**src/smsp_pkg.sv**
```systemverilog
// Shared constants for the shuffled minimal-standard random source.
// No dependencies; imported by smsp_mulmod, smsp_index and the core.
package smsp_pkg;

  localparam int unsigned WORD_W = 31;
  localparam int unsigned MULT_W = 15;

  localparam logic [WORD_W-1:0] MODULUS = 31'h7FFF_FFFF;  // 2^31 - 1
  localparam logic [MULT_W-1:0] PM_MULT = 15'd16807;
  localparam int unsigned       WARMUP  = 8;

endpackage

```
**src/smsp_ram.sv**
```systemverilog
// Generic single-port-write, single-port-read RAM with registered read data.
// No dependencies.
module smsp_ram #(
  parameter int unsigned WIDTH = 31,
  parameter int unsigned DEPTH = 32
) (
  input  logic                     clk_i,
  input  logic                     we_i,
  input  logic [$clog2(DEPTH)-1:0] waddr_i,
  input  logic [WIDTH-1:0]         wdata_i,
  input  logic                     re_i,
  input  logic [$clog2(DEPTH)-1:0] raddr_i,
  output logic [WIDTH-1:0]         rdata_o
);

  logic [WIDTH-1:0] mem [DEPTH];
  logic [WIDTH-1:0] rdata_q;

  always_ff @(posedge clk_i) begin
    if (we_i) begin
      mem[waddr_i] <= wdata_i;
    end
    if (re_i) begin
      rdata_q <= mem[raddr_i];
    end
  end

  assign rdata_o = rdata_q;

endmodule

```
**src/smsp_mulmod.sv**
```systemverilog
// One generator step: y = 16807 * x mod (2^31 - 1).
// Product registered, folding reduction combinational after it. Uses smsp_pkg.
module smsp_mulmod import smsp_pkg::*; (
  input  logic              clk_i,
  input  logic [WORD_W-1:0] x_i,
  output logic [WORD_W-1:0] y_o
);

  localparam int unsigned PROD_W = WORD_W + MULT_W;

  logic [PROD_W-1:0] prod_q;
  logic [PROD_W-1:0] prod_d;
  logic [WORD_W:0]   fold;
  logic [WORD_W:0]   fold_sub;

  assign prod_d = PROD_W'(x_i) * PROD_W'(PM_MULT);

  always_ff @(posedge clk_i) begin
    prod_q <= prod_d;
  end

  // 2^31 == 1 mod M: add high part onto low part, then one conditional subtract
  assign fold     = (WORD_W+1)'(prod_q[PROD_W-1:WORD_W]) + (WORD_W+1)'(prod_q[WORD_W-1:0]);
  assign fold_sub = fold - (WORD_W+1)'(MODULUS);
  assign y_o      = (fold >= (WORD_W+1)'(MODULUS)) ? fold_sub[WORD_W-1:0] : fold[WORD_W-1:0];

endmodule

```
**src/smsp_index.sv**
```systemverilog
// Table index from last output: last / (1 + (M-1)/TABLE_SIZE), saturated.
// Reciprocal multiply (registered) then one correction step. Uses smsp_pkg.
module smsp_index import smsp_pkg::*; #(
  parameter int unsigned TABLE_SIZE = 32
) (
  input  logic                          clk_i,
  input  logic [WORD_W-1:0]             v_i,
  output logic [$clog2(TABLE_SIZE)-1:0] idx_o
);

  localparam int unsigned IW = $clog2(TABLE_SIZE);
  localparam int unsigned QW = $clog2(TABLE_SIZE + 1);
  localparam longint unsigned DIVISOR =
    64'd1 + (64'(MODULUS) - 64'd1) / 64'(TABLE_SIZE);
  localparam int unsigned DW    = $clog2(DIVISOR);
  localparam int unsigned SHIFT = 30 + DW;
  localparam longint unsigned RECIP = (64'd1 << SHIFT) / DIVISOR;
  localparam int unsigned PW = WORD_W + 32;
  localparam int unsigned TW = WORD_W + 2;

  logic [PW-1:0]     prod_q;
  logic [WORD_W-1:0] v_q;
  logic [IW-1:0]     idx_q;
  logic [31:0]       recip_c;
  logic [QW-1:0]     q_est;
  logic [TW-1:0]     thr;
  logic              ge;
  logic [QW:0]       q_full;
  logic [IW-1:0]     idx_d;

  assign recip_c = RECIP[31:0];

  always_ff @(posedge clk_i) begin
    prod_q <= PW'(v_i) * PW'(recip_c);
    v_q    <= v_i;
    idx_q  <= idx_d;
  end

  // estimate is the true quotient or one below it
  assign q_est  = prod_q[SHIFT +: QW];
  assign thr    = (TW'(q_est) + TW'(1)) * TW'(DIVISOR);
  assign ge     = TW'(v_q) >= thr;
  assign q_full = (QW+1)'(q_est) + (QW+1)'(ge);
  assign idx_d  = (q_full >= (QW+1)'(TABLE_SIZE)) ? IW'(TABLE_SIZE - 1) : q_full[IW-1:0];
  assign idx_o  = idx_q;

endmodule

```
**src/shuffled_minimal_standard_prng_core.sv**
```systemverilog
// Park-Miller minimal-standard generator with a Bays-Durham shuffle table.
// Plain draw: read at accept; ST_DRAW swaps the entry and registers the
// result when the output is free; ST_IDX_A/B then run before a new request.
// After reset or with restart set, TABLE_SIZE+WARMUP fill steps come first.
// Reset (async, active low): seed = 1, generator = 1, table unloaded, no result.
// Depends on smsp_pkg, smsp_ram, smsp_mulmod, smsp_index.
module shuffled_minimal_standard_prng_core import smsp_pkg::*; #(
  parameter int unsigned TABLE_SIZE = 32
) (
  input  logic              clk_i,
  input  logic              rst_ni,
  // configuration write channel (seed register)
  input  logic              cfg_valid_i,
  output logic              cfg_ready_o,
  input  logic [WORD_W-1:0] cfg_seed_i,
  // request channel
  input  logic              in_valid_i,
  output logic              in_ready_o,
  input  logic              restart_i,
  // result channel
  output logic              out_valid_o,
  input  logic              out_ready_i,
  output logic [WORD_W-1:0] deviate_o
);

  localparam int unsigned IW = $clog2(TABLE_SIZE);
  localparam int unsigned CW = $clog2(TABLE_SIZE + WARMUP);

  // sequencer codes
  localparam logic [2:0] ST_IDLE   = 3'd0;
  localparam logic [2:0] ST_INIT_A = 3'd1;  // product forming
  localparam logic [2:0] ST_INIT_B = 3'd2;  // take step, fill entry
  localparam logic [2:0] ST_IDX_A  = 3'd3;  // index pipeline stage 1
  localparam logic [2:0] ST_IDX_B  = 3'd4;  // index pipeline stage 2
  localparam logic [2:0] ST_READ   = 3'd5;  // table read after a fill
  localparam logic [2:0] ST_DRAW   = 3'd6;  // swap entry, emit item

  logic [2:0]        state_q, state_d;
  logic [WORD_W-1:0] seed_q, seed_d;
  logic [WORD_W-1:0] gen_q, gen_d;
  logic [WORD_W-1:0] last_q, last_d;
  logic              loaded_q, loaded_d;
  logic              pend_q, pend_d;
  logic [CW-1:0]     cnt_q, cnt_d;
  logic              out_valid_q, out_valid_d;
  logic [WORD_W-1:0] deviate_q, deviate_d;

  logic              in_acc;
  logic              out_free;
  logic [WORD_W-1:0] seed_eff;
  logic [WORD_W-1:0] step_w;
  logic [IW-1:0]     idx_w;
  logic [WORD_W-1:0] rdata_w;
  logic              ram_we;
  logic [IW-1:0]     ram_waddr;
  logic              ram_re;

  // ---------------------------------------------------------------------------
  // Datapath units
  // ---------------------------------------------------------------------------
  // Generator step: product registered from gen_q, fold is combinational, so
  // step_w follows gen_q in the cycle after gen_q changes.
  smsp_mulmod u_mulmod (
    .clk_i (clk_i),
    .x_i   (gen_q),
    .y_o   (step_w)
  );

  // Index of the next entry to pick: registered product, then registered index.
  smsp_index #(
    .TABLE_SIZE (TABLE_SIZE)
  ) u_index (
    .clk_i (clk_i),
    .v_i   (last_q),
    .idx_o (idx_w)
  );

  // Shuffle table. Reads and writes of one entry are kept apart by the
  // sequencer: a read at ST_IDLE/ST_READ, the write at ST_DRAW after it.
  smsp_ram #(
    .WIDTH (WORD_W),
    .DEPTH (TABLE_SIZE)
  ) u_table (
    .clk_i   (clk_i),
    .we_i    (ram_we),
    .waddr_i (ram_waddr),
    .wdata_i (step_w),
    .re_i    (ram_re),
    .raddr_i (idx_w),
    .rdata_o (rdata_w)
  );

  // ---------------------------------------------------------------------------
  // Handshakes
  // ---------------------------------------------------------------------------
  assign cfg_ready_o = 1'b1;
  assign in_ready_o  = (state_q == ST_IDLE);
  assign in_acc      = in_valid_i && in_ready_o;
  assign out_free    = !out_valid_q || out_ready_i;

  // seed 0 and seed == M both reduce to 0, which becomes 1
  assign seed_eff = ((seed_q == '0) || (seed_q == MODULUS)) ? WORD_W'(1) : seed_q;

  // ---------------------------------------------------------------------------
  // Sequencer
  // ---------------------------------------------------------------------------
  always_comb begin
    state_d     = state_q;
    seed_d      = seed_q;
    gen_d       = gen_q;
    last_d      = last_q;
    loaded_d    = loaded_q;
    pend_d      = pend_q;
    cnt_d       = cnt_q;
    out_valid_d = out_valid_q && !out_ready_i;
    deviate_d   = deviate_q;
    ram_we      = 1'b0;
    ram_waddr   = idx_w;
    ram_re      = 1'b0;

    if (cfg_valid_i && cfg_ready_o) begin
      seed_d = cfg_seed_i;
    end

    case (state_q)
      ST_IDLE: begin
        if (in_acc) begin
          if (restart_i || !loaded_q) begin
            gen_d   = seed_eff;
            cnt_d   = CW'(TABLE_SIZE + WARMUP - 1);
            pend_d  = 1'b1;
            state_d = ST_INIT_A;
          end else begin
            ram_re  = 1'b1;
            state_d = ST_DRAW;
          end
        end
      end
      ST_INIT_A: begin
        state_d = ST_INIT_B;
      end
      ST_INIT_B: begin
        gen_d = step_w;
        if (cnt_q < CW'(TABLE_SIZE)) begin
          ram_we    = 1'b1;
          ram_waddr = cnt_q[IW-1:0];
        end
        if (cnt_q == '0) begin
          // last output starts as entry 0, the value just written
          last_d   = step_w;
          loaded_d = 1'b1;
          state_d  = ST_IDX_A;
        end else begin
          cnt_d   = cnt_q - CW'(1);
          state_d = ST_INIT_A;
        end
      end
      ST_IDX_A: begin
        state_d = ST_IDX_B;
      end
      ST_IDX_B: begin
        if (pend_q) begin
          pend_d  = 1'b0;
          state_d = ST_READ;
        end else begin
          state_d = ST_IDLE;
        end
      end
      ST_READ: begin
        ram_re  = 1'b1;
        state_d = ST_DRAW;
      end
      ST_DRAW: begin
        // hold here while the previous item still waits at the output
        if (out_free) begin
          ram_we      = 1'b1;
          ram_waddr   = idx_w;
          gen_d       = step_w;
          last_d      = rdata_w;
          deviate_d   = rdata_w;
          out_valid_d = 1'b1;
          state_d     = ST_IDX_A;
        end
      end
      default: begin
        state_d = ST_IDLE;
      end
    endcase
  end

  always_ff @(posedge clk_i or negedge rst_ni) begin
    if (!rst_ni) begin
      state_q     <= ST_IDLE;
      seed_q      <= WORD_W'(1);
      gen_q       <= WORD_W'(1);
      last_q      <= '0;
      loaded_q    <= 1'b0;
      pend_q      <= 1'b0;
      cnt_q       <= '0;
      out_valid_q <= 1'b0;
    end else begin
      state_q     <= state_d;
      seed_q      <= seed_d;
      gen_q       <= gen_d;
      last_q      <= last_d;
      loaded_q    <= loaded_d;
      pend_q      <= pend_d;
      cnt_q       <= cnt_d;
      out_valid_q <= out_valid_d;
    end
  end

  always_ff @(posedge clk_i) begin
    deviate_q <= deviate_d;
  end

  assign out_valid_o = out_valid_q;
  assign deviate_o   = deviate_q;

  // ---------------------------------------------------------------------------
  // Assertions
  // ---------------------------------------------------------------------------
  // generator never leaves 1..M-1
  a_gen_range: assert property (@(posedge clk_i) disable iff (!rst_ni)
    (gen_q != '0) && (gen_q != MODULUS))
    else $error("generator value out of range");

  // a delivered item is always in 1..M-1
  a_out_range: assert property (@(posedge clk_i) disable iff (!rst_ni)
    out_valid_o |-> ((deviate_o != '0) && (deviate_o != MODULUS)))
    else $error("deviate out of range");

  // an accepted item always leaves idle on the next cycle
  a_leave_idle: assert property (@(posedge clk_i) disable iff (!rst_ni)
    in_acc |=> (state_q == ST_INIT_A) || (state_q == ST_DRAW))
    else $error("accepted item did not start work");

  // table writes only during fill or at the swap of a draw
  a_write_phase: assert property (@(posedge clk_i) disable iff (!rst_ni)
    ram_we |-> (state_q == ST_INIT_B) || ((state_q == ST_DRAW) && out_free))
    else $error("unexpected table write");

endmodule
```
**config.mk**
```make
export PLATFORM = sky130hd
export DESIGN_NAME = shuffled_minimal_standard_prng_core
export DESIGN_NICKNAME = d
export VERILOG_FILES = /design/src/smsp_pkg.sv /design/src/smsp_ram.sv /design/src/smsp_mulmod.sv /design/src/smsp_index.sv /design/src/shuffled_minimal_standard_prng_core.sv
export SDC_FILE = /design/constraint.sdc
export NUM_CORES = 2
export LEC_CHECK = 0
export BUFFER_PORTS_ARGS = -buffer_cell sky130_fd_sc_hd__buf_2
export CAP_MARGIN = 30
export CORE_UTILIZATION = 60
export DETAILED_ROUTE_END_ITERATION = 7
export PLACE_DENSITY = 0.76
export SYNTH_ARGS = -nofsm -noshare
export SYNTH_HDL_FRONTEND = slang
export SYNTH_SLANG_ARGS = --single-unit
```
**constraint.sdc**
```tcl
create_clock -name clk_i -period 6.5 [get_ports clk_i]
set_input_delay 0.325 -clock clk_i [delete_from_list [all_inputs] [get_ports clk_i]]
set_output_delay 0.325 -clock clk_i [all_outputs]
set_load 0.05 [all_outputs]
```
==> impl_metrics.ini <==
[worst_setup_path]
cp-end-kind = register
cp.depth = 23
reg2reg_depth = 23
rr_startpoint = gen_q[20]
critPathTopFamily = adder cells
slowest_delay_ns = 0.57
cp_slowest_cell = fa_1
cp_common_cell = inv_1
path_buf_inv = 7
path_cells = inv_1, fa_1, inv_1, ha_1, inv_1, fa_1, inv_1, fa_1, fa_1, inv_1, fa_1, inv_1, ha_1, a21o_1, nand2_1, o21ai_0, a221o_1, o22a_1, and4_2, a211oi_2, buf_4, mux2i_1, o2111ai_1
r2r-end = u_mulmod.prod_q[37]
worst-r2r-setup-slack_ns = 0.24
worstPathRequired_ns = 7.07
start_kind = register
worstSetupPathType = register to register
critical_path_peak_fanout = 8
setup.worst_path.start = gen_q[20]
critPathArrivalTime_ns = 6.82
cp-endpoint = u_mulmod.prod_q[37]

[grt]
grt_pass1_vias = 31900
grt.overflow.total = 0
grt_max_degree = 159
antenna_found_initial = 0
grt_usage_pct = 32.5
grt_pass1_wl_mm = 213

[worst_hold_path]
hold_path_class = input port to register
worstHoldStart = restart_i

[final_layout]
n_fill_cell = 5546
design_area_sq_um = 61500
drive_above_1_share_pct = 23.5
nets = 3754
syn2layout_area_growth_pct = 12.9
multi_input_area_sq_um = 18400
seq_area_sq_um = 34800

[timing]
finalMaxSlewViolations = 0
setup_viol = 0
fmax_mhz = 160
rsz0062_at_grt = no
whs_ns = 0.0693
hold_viol = 0
worst_pin_slew_ns = 1.07
period_share_pct = 96.3
min_period_ns = 6.26
slew_headroom_pct = 28.5
finalSetupTns_ns = 0
fin_skew_ns = 0.0486

[placed_design]
dp_hpwl_mm = 87.6
dpl_cell_area_sq_um = 57500
gp_congestion = 0.921
portBuffers = 69

[die]
initial_core_util_pct = 60.6
core_area_sq_um = 89900
boundaryPins = 71
rows = 110
fp.dieW_um = 303
die_y_um = 303
dieArea_sq_um = 91900

[synthesis]
synthFlopType = edfxtp_1
synthCells = 3158
syn-num-nets = 3538
ys_ff_latch = 1189
synth_edf_count = 1054
netlist.area_leader.share_pct = 58.1
ys_seq_area_share_pct = 63.8
ys_warn_count = 0
synth_area_leaders = edfxtp_1 58%, mux4_2 13%, fa_1 4.9%, ha_1 4.8%, dfrtp_1 3.5%
ys_types = 92
yosysTopAreaCell = edfxtp_1
synth_area_sq_um = 54400
avgSynthCellArea_sq_um = 17.2
async_flop_share_pct = 6.64

[clocking]
clk_path_buf_depth = 3
numCtsBuffers = 112
cts.sinks = 1189
htree_levels = 3
clock_latency_ns = 0.73
cts_tree = built
path_clk_slew_ns = 0.06
cts-root-buf = clkbuf_16

[routing]
via_per_inst = 6.70
initialDrtViolationCount = 3624
wl_per_cell_um = 31.4
antenna_left = 0
dr.pass1.iters = 8
vias = 31200
totalWireLength_mm = 146
drcViolationCount = 0

[run_status]
status = completed

[run]
cap_violations = 0
## registers in the layout, indices dropped and copies added, names as in the netlist
name             cells
pend_q               1
u_index.prod_q       5
seed_q              31
u_mulmod.prod_q     46
cnt_q                6
u_table.mem        992
state_q              3
deviate_o           31
u_index.idx_o        5
last_q               5
gen_q               31
out_valid_o          1
loaded_q             1
u_table.rdata_o     31
## final cells by class
cell class              instances  area share (%)
inverters                     303            1.85
diodes                          4          0.0163
clock buffers                 145            4.90
flip-flops and latches       1189            56.6
multi-input cells            1537            29.9
well taps                    1176            2.39
repair buffers                231            3.42
clock inverters                64           0.910
## routing by layer
| layer | vias up | share of wire, % | routed length [um] | global-route usage, % |
|---|---|---|---|---|
| met5 | - | 0 | 0 | 0 |
| met4 | 0 | 3.6 | 5320 | 11.8 |
| met3 | 360 | 9.7 | 14200 | 6.09 |
| met2 | 2023 | 50 | 72500 | 53.4 |
| met1 | 16100 | 37 | 54200 | 43.9 |
| li1 | 12600 | - | - | - |
## through the flow
stage          setup slack [ns]  cells  util (%)
3_3_place_gp              0.396   4371      63.3
3_5_place_dp              0.315   4397      63.9
6_report                  0.244   4649      68.4
5_1_grt                  0.0141   4645      68.4
2_1_floorplan             0.475   3158         -
4_1_cts                   0.299   4640      68.3
## cell families after synthesis
family,after synthesis,share of synthesized area [%]
compound gates,324,4.15
xor+xnor,70,1.13
fa+ha+maj,343,9.73
simple gates,423,3.91
mux,376,14.2
flops,1189,63.8
other cells,1,0.00689
buf+inv,432,3.04
## worst register-to-register path, delay by kind of cell (launching register included)
family	cells	cell delay, ns
flops	1	0.54
mux	1	0.19
buf+inv	7	0.64
compound gates	6	1.29
simple gates	2	0.34
fa+ha+maj	7	3.14
## worst min-delay path by stage
stage,endpoint,slack [ns],cells after the start
2_1_floorplan,cnt_q[0],0.03,0
3_3_place_gp,u_index.prod_q[57],0.35,0
3_5_place_dp,loaded_q,0.31,1
4_1_cts,pend_q,0.05,4
5_1_grt,pend_q,0.09,4
6_report,pend_q,0.07,4
## synth_stat cells (all sizes together), types with 56 or more instances
master and count:
edfxtp 1054, mux4 310, inv 303, ha 209
fa 134, nor2 115, nand2 101, clkbuf 89
dfrtp 77, a21oi 75, mux2 64, dfxtp 56
## placed cells by master, fill, tap and decap left out, drive strengths merged, types with 13 or more instances in the layout
cell         instances
nor4                15
xnor2               39
nand4               29
nand3               29
and3                14
nor2               115
o31ai               13
o21ai               51
dfrtp               77
a21oi               75
nor2b               17
ha                 209
xor2                31
mux4               310
inv                304
dlygate4sd3         34
nand2              101
dfxtp               56
fa                 134
a21o                40
clkinv              55
nor3                33
mux2                64
buf                197
clkbuf             145
edfxtp            1054
nand2b              22
a31oi               18
## timing repair
item | in CTS | in global routing
resized for setup | 0 | 1
endpoints found under the setup margin | 0 | 1
buffers inserted | 0 | 0
hold buffers | 34 | 0
hold endpoints to repair | 113 | 0
Power is not shown: default switching activity piles up to over one toggle a cycle in this logic, so the estimate is an artifact.
